[src/hdl/gss_pkg.sv]
// gray-scott masked stencil: shared constants and types
// no dependencies; used by the interfaces and all modules
package gss_pkg;

    localparam int ROW_MAX_DEF   = 1024;
    localparam int CONC_BITS_DEF = 16;
    localparam int ROW_LEN_W     = 11;
    localparam int WGT_W         = 18;
    localparam int WGTS_W        = 54;
    localparam int RATE_W        = 16;
    localparam int MASK_W        = 8;
    localparam int OUT_W         = 16;
    localparam int PADDR_W       = 6;
    localparam int PDATA_W       = 64;

    // register byte addresses (8 bytes apart)
    localparam logic [PADDR_W-1:0] ADDR_ROW_LENGTH = 6'd0;
    localparam logic [PADDR_W-1:0] ADDR_WEIGHTS_A  = 6'd8;
    localparam logic [PADDR_W-1:0] ADDR_WEIGHTS_B  = 6'd16;
    localparam logic [PADDR_W-1:0] ADDR_FEED_RATE  = 6'd24;
    localparam logic [PADDR_W-1:0] ADDR_DECAY_RATE = 6'd32;

    localparam logic [ROW_LEN_W-1:0] ROW_LENGTH_RESET = 11'd256;

    // controller to datapath commands
    typedef struct packed {
        logic clear;     // zero one line-store word during the clearing pass
        logic shift;     // accept item, move window, write line stores
        logic compute;   // run arithmetic stage on captured window
        logic emit;      // load output register
        logic emit_upd;  // result is a computed (updated) cell
    } gss_cmd_t;

endpackage

[src/hdl/gss_ctrl.sv]
// controller: handshake, column and fill counters, emit decision
// depends on gss_pkg
module gss_ctrl #(
    parameter int ROW_MAX = gss_pkg::ROW_MAX_DEF,
    parameter int COL_W   = $clog2(ROW_MAX)
) (
    input  logic                          clk,
    input  logic                          rst_n,
    input  logic                          in_valid,
    output logic                          in_ready,
    input  logic                          frame_start,
    input  logic [gss_pkg::ROW_LEN_W-1:0] row_length,
    input  logic                          ctr_valid,
    input  logic                          ctr_mask_zero,
    output logic                          out_valid,
    input  logic                          out_ready,
    output logic [COL_W-1:0]              col,
    output gss_pkg::gss_cmd_t             cmd
);

    typedef enum logic [2:0] {S_CLEAR, S_IDLE, S_SHIFT, S_CALC, S_OUT} state_t;

    localparam int CW    = COL_W + 2;
    localparam int DEPTH = 2 ** COL_W;

    state_t        state_reg, state_next;
    logic [CW-1:0] col_reg, col_next;
    logic [CW-1:0] fill_reg, fill_next;
    logic          out_valid_reg, out_valid_next;
    logic          upd_reg, upd_next;
    logic [CW-1:0] len;
    logic [CW-1:0] col_start;
    logic [CW-1:0] fill_start;
    logic          full_w;

    // clamp row length into [3, ROW_MAX]
    always_comb
    begin
        if (row_length < 11'd3)
            len = CW'(3);
        else if (32'(row_length) > ROW_MAX)
            len = CW'(ROW_MAX);
        else
            len = CW'(row_length);
    end

    assign col_start  = frame_start ? '0 : ((col_reg >= len) ? '0 : col_reg);
    assign fill_start = frame_start ? '0 : fill_reg;
    assign full_w     = fill_start >= len + CW'(1);
    assign col        = (state_reg == S_CLEAR) ? col_reg[COL_W-1:0] : col_start[COL_W-1:0];
    assign in_ready   = (state_reg == S_SHIFT);
    assign out_valid  = out_valid_reg;

    always_comb
    begin
        state_next     = state_reg;
        col_next       = col_reg;
        fill_next      = fill_reg;
        out_valid_next = out_valid_reg;
        upd_next       = upd_reg;
        cmd            = '0;
        if (out_valid_reg && out_ready)
            out_valid_next = 1'b0;
        unique case (state_reg)
            S_CLEAR:
            begin
                // zero the line stores one word per cycle after reset
                cmd.clear = 1'b1;
                if (col_reg == CW'(DEPTH-1))
                begin
                    col_next   = '0;
                    state_next = S_IDLE;
                end
                else
                    col_next = col_reg + CW'(1);
            end
            S_IDLE:
            begin
                // fetch the line-store column once the result register is free
                if (in_valid && (!out_valid_reg || out_ready))
                    state_next = S_SHIFT;
            end
            S_SHIFT:
            begin
                if (in_valid && in_ready)
                begin
                    cmd.shift = 1'b1;
                    col_next  = (col_start + CW'(1) >= len) ? '0 : col_start + CW'(1);
                    fill_next = full_w ? fill_start : fill_start + CW'(1);
                    // window centre after shift is the column just vacated
                    state_next = full_w ? S_CALC : S_IDLE;
                end
                else
                    state_next = S_IDLE;
            end
            S_CALC:
            begin
                if (ctr_valid)
                begin
                    cmd.compute = 1'b1;
                    upd_next    = !ctr_mask_zero;
                    state_next  = S_OUT;
                end
                else
                    state_next = S_IDLE;
            end
            S_OUT:
            begin
                cmd.emit       = 1'b1;
                cmd.emit_upd   = upd_reg;
                out_valid_next = 1'b1;
                state_next     = S_IDLE;
            end
            default: state_next = S_IDLE;
        endcase
    end

    always_ff @(posedge clk or negedge rst_n)
    begin
        if (!rst_n)
        begin
            state_reg     <= S_CLEAR;
            col_reg       <= '0;
            fill_reg      <= '0;
            out_valid_reg <= 1'b0;
            upd_reg       <= 1'b0;
        end
        else
        begin
            state_reg     <= state_next;
            col_reg       <= col_next;
            fill_reg      <= fill_next;
            out_valid_reg <= out_valid_next;
            upd_reg       <= upd_next;
        end
    end

endmodule

[config.mk]
export PLATFORM = sky130hd
export DESIGN_NAME = gss_ctrl
export DESIGN_NICKNAME = d
export VERILOG_FILES = /design/src/hdl/gss_pkg.sv /design/src/hdl/gss_ctrl.sv
export SDC_FILE = /design/constraint.sdc
export NUM_CORES = 1
export LEC_CHECK = 0
export ABC_AREA = 1
export CORE_UTILIZATION = 51
export CTS_BUF_LIST = sky130_fd_sc_hd__clkbuf_2 sky130_fd_sc_hd__clkbuf_4 sky130_fd_sc_hd__clkbuf_8
export DETAILED_ROUTE_END_ITERATION = 16
export DONT_BUFFER_PORTS = 1
export PLACE_DENSITY = 0.7
export SYNTH_ARGS = -nofsm -noshare
export SYNTH_HDL_FRONTEND = slang
export SYNTH_SLANG_ARGS = --single-unit
[constraint.sdc]
create_clock -name clk -period 3.81 [get_ports clk]
set_input_delay 0.381 -clock clk [delete_from_list [all_inputs] [get_ports clk]]
set_output_delay 0.381 -clock clk [all_outputs]
set_load 0.005 [all_outputs]
==> metrics.yaml, run 1 <==
areaGrowthSynthToFinish_pct: 16.8
yosys.area.top_type: "dfrtp_1"
start_kind: "input pin"
grt_antenna_before_repair: 0
register_area_um2: 726
hold_path_class: "in -> reg"
run_status: "completed"
layout.cells.non_filler: 626
grt_pass1_vias: 3097
hpwl_mm: 6.75
finalHoldViolCount: 0
yosysWarnings: 0
vias: 3354
num_antenna_cells: 0
synth_fp_nets: 568
cts_tree: "built"
syn_area_per_cell_um2: 6.53
path_common_cell: "nand2_1"
gp_congestion: 0.871
grt_setup_unrepaired: "no"
design.die.area_mm2: 0.00690
worst_pin_slew_ns: 0.727
wire_per_inst_um: 13.8
drive_gt1_share_pct: 19.3
power.density_mw_per_mm2: 571
drc_errors: 0
drv_cap: 0
synth_seq_cells: 29
postRouteAntennaNets: 0
grt_overflow: 0
whs_ns: 0.193
coreArea_mm2: 0.00635
critical_path_class: "in -> reg"
irDropWorstVdd_mv: 0.496
clk_latency_ns: 0.28
dp.cells: 608
cts_root_buf: "clkbuf_8"
clockBufferDepth: 2
worst_path_max_delay_cell: "nor4_4"
arrival_ns: 3.74
wirelength_mm: 8.64
setup_viol: 0
cts_inserted_buffers: 5
synthTopCellsByArea: "dfrtp_1 22%, ha_1 14%, nand2_1 14%, nor2_1 8.5%, inv_1 8.2%"
grt_start_max_net_pins: 30
synth_top_area_share_pct: 21.7
num_rows: 29
syn_area_mm2: 0.00335
endpoint_kind: "flop"
period_minus_slack_ns: 3.54
max_freq_mhz: 282
ys_seq_area_share_pct: 21.7
grt_usage_pct: 25.0
die_y_um: 83.0
dieWidth_um: 83.0
num-fill-cells: 585
grt_pass1_wl_mm: 14.1
dr.pass1.iters: 5
first_iter_violations: 171
port-buffer-count: 0
fin_nets: 603
fin_skew_ns: 0.00626
via_per_inst: 5.36
worstPathMaxFanout: 7
cts_sinks: 29
syn_inst: 513
htree_levels: 2
timing.max_slew.rel_slack_pct: 51.4
multi_input_area_mm2: 0.00235
max_stage_delay_ns: 0.27
clk_pin_slew_worst_paths_ns: 0.06
cp_data_required_time_ns: 4.01
leakagePower_nw: 1.94
synth.distinct_cells: 40
post-route-period-util_pct: 93.0
start_util_pct: 52.7
drv_slew: 0
io_pins: 35
==> placed cells by master, fill, tap and decap left out, types with 2 or more instances in the layout <==
master / instances
a21oi_1: 22
a21oi_2: 2
a31oi_1: 2
buf_12: 2
buf_4: 33
clkbuf_8: 5
clkinv_2: 2
dfrtp_1: 29
ha_1: 34
ha_4: 3
inv_1: 70
inv_2: 12
nand2_1: 116
nand2_2: 13
nand3_1: 28
nand3b_1: 2
nand4_1: 8
nor2_1: 74
nor2_2: 8
nor2_4: 8
nor3_1: 12
nor3_2: 2
nor4_1: 4
o21ai_0: 13
o22ai_1: 2
xnor2_1: 9
xor2_1: 11
==> synth_stat cells (all sizes together) <==
cell      n
nand2   130
nor2     91
inv      82
ha       37
nand3    30
dfrtp    29
a21oi    25
nor3     15
o21ai    15
xor2     12
xnor2     9
nand4     8
buf       7
nor4      5
clkbuf    4
a31oi     2
nand3b    2
o22ai     2
a211oi    1
a21boi    1
a31o      1
and3      1
conb      1
mux2i     1
o21a      1
o31ai     1
==> worst paths after layout <==
kind                       cells past startpoint  slack, ns           end          start
setup / recovery                              30       0.27    col_reg[1]  row_length[4]
hold / removal                                 1       0.19       upd_reg  ctr_mask_zero
min in group asynchronous                      2       0.55  fill_reg[11]          rst_n
setup reg to reg                              25       0.44    col_reg[1]     col_reg[0]
max in group asynchronous                      2       3.09       upd_reg          rst_n
hold reg to reg                                2       0.53       upd_reg        upd_reg
==> per-layer routing <==
metal	track usage [%]	routed length (um)	vias to the layer above	share of wire, %
li1	-	-	1697	-
met1	34.3	4080	1538	47
met2	39.6	3860	101	45
met3	3.48	488	18	5.6
met4	10.5	210	0	2.4
met5	0	0	-	0
==> timing repair <==
| action | CTS | global route |
|---|---|---|
| endpoints found under the setup margin | 0 | 11 |
| hold buffers | 2 | 0 |
| hold endpoints to repair | 29 | 0 |
| gates resized for setup | 0 | 29 |
| buffers inserted | 0 | 7 |
==> cell families (layout without fill, tap and decap cells) <==
logic type      Yosys count  count (layout)  synth area share [%]
flops                    29              29                  21.7
simple gates            282             282                  38.9
buf+inv                  93             129                  11.4
compound gates           49              49                  8.33
xor+xnor                 21              21                  5.49
fa+ha+maj                37              37                  13.8
other cells               1               1                 0.112
mux                       1               1                 0.299
==> area by class of cell <==
cell class / instances / area share (%)
multi-input cells: 391 / 60.0
flip-flops and latches: 29 / 18.5
repair buffers: 39 / 8.92
inverters: 82 / 7.86
well taps: 77 / 2.46
clock buffers: 6 / 1.95
clock inverters: 2 / 0.256
==> where the power goes <==
group          leakage, nW  switching [mW]  total, mW  internal (mW)
logic                 1.51           0.879       1.45          0.574
clock network       0.0484           0.115      0.249          0.133
registers            0.373           0.138      0.535          0.396
total                 1.94            1.13       2.24           1.10
==> critical path, delay by kind of cell <==
family / cells / cell delay (ns)
adder cells (fa/ha/maj): 2 / 0.47
buffers and inverters: 4 / 0.45
AO/OA/AOI/OAI: 4 / 0.47
AND/OR/NAND/NOR: 20 / 1.97
==> metrics by stage <==
stage / setup TNS, ns / util, % / setup slack [ns] / instance area [um^2] / total power [mW]
finish: 0 / 61.6 / 0.267 / 3910 / 2.24
global route: 0 / 61.6 / 0.0292 / 3910 / 2.43
CTS: 0 / 58.6 / 0.168 / 3720 / 2.07
detailed placement: -0.819 / 56.7 / -0.107 / 3600 / 1.80
global placement: -0.0302 / 56.7 / -0.0147 / 3600 / 1.78
floorplan: 0 / - / 0.169 / 3350 / 1.46
No activity file was read; power rests on OpenSTA's default activity.
==> run 2: changes to the inputs <==
--- a/config.mk
+++ b/config.mk
@@ -6,11 +6,12 @@
 export NUM_CORES = 1
 export LEC_CHECK = 0
 export ABC_AREA = 1
+export BUFFER_PORTS_ARGS = -buffer_cell sky130_fd_sc_hd__buf_2
 export CORE_UTILIZATION = 51
 export CTS_BUF_LIST = sky130_fd_sc_hd__clkbuf_2 sky130_fd_sc_hd__clkbuf_4 sky130_fd_sc_hd__clkbuf_8
 export DETAILED_ROUTE_END_ITERATION = 16
-export DONT_BUFFER_PORTS = 1
-export PLACE_DENSITY = 0.7
+export PLACE_DENSITY = 0.75
+export RECOVER_POWER = 100
 export SYNTH_ARGS = -nofsm -noshare
 export SYNTH_HDL_FRONTEND = slang
 export SYNTH_SLANG_ARGS = --single-unit
==> run 2 against run 1 <==
Compared with the run above: the flow now finishes with violations (capacitance limit, slew limit); setup slack worse by 0.15 ns; utilization up 6.2 points; largest cell class unchanged; global-route usage up 1.0 points; flip-flop and latch count unchanged; non-clock buffer count up 50; critical endpoint is now col_reg[5]; critical path type unchanged; first-iteration DRC count up 5.8%; count of clock-buffer cells in the layout up 1; die area unchanged.
==> metrics.yaml, run 2 (synthesis results as in run 1) <==
run_status: "finished, violations left"
violations: "capacitance limit, slew limit"
worst_r2r_path_depth: 24
dp.cells: 656
endpoint_kind: "flop"
max_stage_delay_ns: 0.31
final_cell_mix: "110 x nand2_1, 72 x nor2_1, 70 x inv_1"
num-fill-cells: 532
drc_errors: 0
multi_input_area_mm2: 0.00242
clockPowerShare_pct: 13.4
grt_usage_pct: 26.0
fin_skew_ns: 0.00637
hold_path_class: "in -> reg"
arrival_ns: 3.93
htree_levels: 2
cp-endpoint: "col_reg[5]"
gp_congestion: 0.889
wirelength_mm: 9.50
total_power_mw: 2.54
cts_root_buf: "clkbuf_8"
grt_start_max_net_pins: 30
reg2reg_from: "col_reg[0]"
start_kind: "input pin"
worstPathMaxFanout: 7
drv_slew: 30
postRouteAntennaNets: 0
whs_ns: 0.273
final_common_cell: "nand2_1"
layout.cells.non_filler: 676
post-route-period-util_pct: 97.0
start_util_pct: 52.7
critPathLaunch: "row_length[4]"
worst_path_max_delay_cell: "ha_1"
via_per_inst: 5.41
drive_gt1_share_pct: 28.0
setup_tns_ns: 0
cp_data_required_time_ns: 4.04
dr.pass1.iters: 5
grt_antenna_before_repair: 0
max_freq_mhz: 271
worst_pin_slew_ns: 1.58
wire_per_inst_um: 14.0
cts_sinks: 29
coreArea_mm2: 0.00635
clk_pin_slew_worst_paths_ns: 0.07
switching_share_pct: 48.3
grt_overflow: 0
irDropWorstVdd_mv: 0.354
grt_pass1_vias: 3281
design.die.area_mm2: 0.00690
timing.max_slew.rel_slack_pct: -5.03
register_area_um2: 726
pre_cts_slack_ns: -0.235
fin_nets: 653
port-buffer-count: 34
drv_cap: 1
critical_path_class: "in -> reg"
rrSetupSlack_ns: 0.42
areaGrowthSynthToFinish_pct: 28.6
dieWidth_um: 83.0
seq_power_share_pct: 20.9
grt_pass1_wl_mm: 14.7
io_pins: 35
internal_power_mw: 1.31
comb_power_share_pct: 65.7
p_sw_mw: 1.23
first_iter_violations: 181
vias: 3658
clk_latency_ns: 0.29
cts_tree: "built"
num_antenna_cells: 0
setup_ws_ns: 0.114
die_y_um: 83.0
period_minus_slack_ns: 3.70
cts_inserted_buffers: 5
setup_viol: 0
hpwl_mm: 6.90
finalHoldViolCount: 0
hold_buffers: 0
reg2reg_to: "col_reg[5]"
num_rows: 29
leakagePower_nw: 2.18
clockBufferDepth: 2
power.density_mw_per_mm2: 590
run 2: changes by cell type in the layout (fill, tap and decap cells not counted), sizes merged:
cell / change
dlygate4sd3: -1
clkinv: -2
buf: +46
bufinv: +1
clkbuf: +6
run 2: worst min path at each step:
stage,startpoint,cells after the start,end
6_report,ctr_mask_zero,2,upd_reg
5_1_grt,ctr_mask_zero,2,upd_reg
4_1_cts,rst_n,1,fill_reg[2]
3_5_place_dp,rst_n,1,fill_reg[1]
3_3_place_gp,rst_n,1,fill_reg[2]
2_1_floorplan,rst_n,0,col_reg[0]
run 2: what timing repair did:
| item | 4_1_cts | 5_1_grt |
|---|---|---|
| resized for setup | 0 | 53 |
| buffers inserted | 0 | 11 |
| endpoints found under the setup margin | 0 | 12 |
run 2: worst max-delay path: cells and delay by family:
| family | cells | cell delay, ns |
|---|---|---|
| adders and majority gates | 2 | 0.59 |
| buffers and inverters | 7 | 0.73 |
| AOI/OAI and AO/OA | 3 | 0.36 |
| and+or+nand+nor | 18 | 1.87 |
run 2: layer usage:
metal / up-vias / wire length [um] / track usage (%)
met5: - / 0 / 0
met4: 0 / 293 / 10.7
met3: 28 / 525 / 4.08
met2: 140 / 4440 / 40.8
met1: 1682 / 4230 / 35.8
li1: 1808 / - / -
run 2: power by group through the flow:
stage | sequential (mW) | combinational [mW] | clock (mW)
global placement | 0.519 | 1.38 | 0
global route | 0.538 | 1.84 | 0.359
detailed placement | 0.519 | 1.42 | 0
CTS | 0.515 | 1.43 | 0.351
finish | 0.531 | 1.67 | 0.342
floorplan | 0.481 | 0.983 | 0
run 2: metrics by stage:
| stage | instance area [um^2] | utilization (%) |
|---|---|---|
| 6_report | 4310 | 67.8 |
| 5_1_grt | 4310 | 67.8 |
| 4_1_cts | 4000 | 63.0 |
| 3_5_place_dp | 3880 | 61.1 |
| 3_3_place_gp | 3880 | 61.1 |
| 2_1_floorplan | 3350 | - |
run 2: layout make-up:
type / instances / area share [%]
clock inverters: 1 / 0.697
repair buffers: 89 / 14.8
well taps: 77 / 2.24
flip-flops and latches: 29 / 16.8
multi-input cells: 391 / 56.1
clock buffers: 7 / 2.09
inverters: 82 / 7.20
==> run 3: changes to the inputs <==
--- a/config.mk
+++ b/config.mk
@@ -12,6 +12,7 @@
 export DETAILED_ROUTE_END_ITERATION = 16
 export PLACE_DENSITY = 0.75
 export RECOVER_POWER = 100
+export SETUP_SLACK_MARGIN = 0.2
 export SYNTH_ARGS = -nofsm -noshare
 export SYNTH_HDL_FRONTEND = slang
 export SYNTH_SLANG_ARGS = --single-unit
==> run 3 against run 2 <==
Compared with the run above: the run still ends with capacitance limit, slew limit left; count of clock-buffer cells in the layout unchanged; non-clock buffer count increased by 10; combinational power is 3% higher; sequential power grew 2%; first-iteration DRC count grew 16%; worst hold slack better by 0.012 ns; via count increased by 0.60%; fmax is 2.9% lower; setup slack got worse by 0.11 ns; critical path depth grew 4; utilization is 1.7 points higher; global-route usage rose by 1.7 points.
==> metrics.yaml, run 3 (synthesis results as in run 1) <==
via_per_inst: 5.36
coreArea_mm2: 0.00635
worst_r2r_path_depth: 29
path_common_cell: "nand2_1"
timing.max_slew.rel_slack_pct: -5.37
worst_pin_slew_ns: 1.58
max_freq_mhz: 263
cp.depth: 34
cp-endpoint: "col_reg[4]"
use_met3_pct: 2.98
leakagePower_nw: 2.23
cts_inserted_buffers: 5
die_y_um: 83.0
first_iter_violations: 210
num-fill-cells: 514
clk_latency_ns: 0.29
critical_path_class: "in -> reg"
dr.pass1.iters: 4
num_rows: 29
violations: "capacitance limit, slew limit"
final_core_util_pct: 69.5
vias: 3680
final_cell_mix: "105 x nand2_1, 72 x nor2_1, 69 x inv_1"
crit_family: "simple AND/OR/NAND/NOR gates"
run_status: "finished, violations left"
io_pins: 35
gp_congestion: 0.913
fin_nets: 663
drv_cap: 1
worst-path-buf-inv: 5
gr-usage-met1_pct: 37.4
reg2reg_from: "col_reg[0]"
grt_setup_unrepaired: "yes"
total_power_mw: 2.60
grt_overflow: 0
setup_ws_ns: 0.00416
worst_path_max_delay_cell: "nor4_4"
pre_cts_slack_ns: -0.242
irDropWorstVdd_mv: 0.374
fin_skew_ns: 0.00825
rrSetupSlack_ns: 0.26
finalHoldViolCount: 0
post-route-period-util_pct: 99.9
dieWidth_um: 83.0
grt_pass1_wl_mm: 15.5
cts_tree: "built"
dp.cells: 655
final_common_cell: "nand2_1"
start_util_pct: 52.7
hpwl_mm: 6.93
clk_pin_slew_worst_paths_ns: 0.06
grt_pass1_vias: 3453
hold_path_class: "in -> reg"
clockBufferDepth: 2
postRouteAntennaNets: 0
num_antenna_cells: 0
grt_antenna_before_repair: 0
period_minus_slack_ns: 3.81
gr-max-usage-layer: "met2"
grt_usage_pct: 27.8
endpoint_kind: "flop"
grt_start_max_net_pins: 30
arrival_ns: 3.98
setup_viol: 0
use_met2_pct: 44.9
areaGrowthSynthToFinish_pct: 31.8
drive_gt1_share_pct: 30.0
cp_data_required_time_ns: 3.98
critPathLaunch: "row_length[4]"
max_stage_delay_ns: 0.30
whs_ns: 0.285
design.die.area_mm2: 0.00690
wirelength_mm: 9.82
drv_slew: 30
wire_per_inst_um: 14.3
layout.cells.non_filler: 686
drc_errors: 0
htree_levels: 2
cts_root_buf: "clkbuf_8"
cts_sinks: 29
start_kind: "input pin"
worstPathMaxFanout: 6
port-buffer-count: 34
reg2reg_to: "col_reg[4]"
power.density_mw_per_mm2: 589
[run 3: how the worst min path moves through the flow]
stage                       start          end  slack [ns]  cells after the start
CTS                         rst_n  fill_reg[1]        0.14                      1
global placement            rst_n  fill_reg[2]        0.45                      1
floorplan                   rst_n   col_reg[0]        0.09                      0
global route        ctr_mask_zero      upd_reg        0.27                      2
finish              ctr_mask_zero      upd_reg        0.29                      2
detailed placement          rst_n  fill_reg[1]        0.45                      1
[run 3: stage by stage]
step | instance area [um^2] | setup TNS, ns
after floorplan | 3370 | 0
after global placement | 3890 | -0.721
after detailed placement | 3890 | -2.28
after CTS | 4240 | 0
after global routing | 4410 | -1.67
final | 4410 | 0
[run 3: final cells by class]
cell class              instances  area [um^2]  area share [%]
inverters                      82          313            7.09
repair buffers                 99          719            16.3
well taps                      77         96.3            2.18
flip-flops and latches         29          726            16.4
multi-input cells             391         2440            55.3
clock buffers                   7         90.1            2.04
clock inverters                 1         30.0           0.680
[run 3: report_power, final]
group / leakage, nW / internal, mW / switching [mW]
Sequential: 0.373 / 0.396 / 0.143
Combinational: 1.80 / 0.734 / 0.985
Clock: 0.0619 / 0.220 / 0.120
[run 3: what timing repair did]
item / 4_1_cts / 5_1_grt
resized for setup: 22 / 34
endpoints found under the setup margin: 11 / 22
pin swaps: 5 / 28
hold buffers: 0 / 0
buffers inserted: 14 / 8
gates cloned: 1 / 0
[run 3: layer usage]
layer	wire length (um)	up-vias
met5	0	-
met4	301	0
met3	576	25
met2	4650	140
met1	4290	1697
li1	-	1818
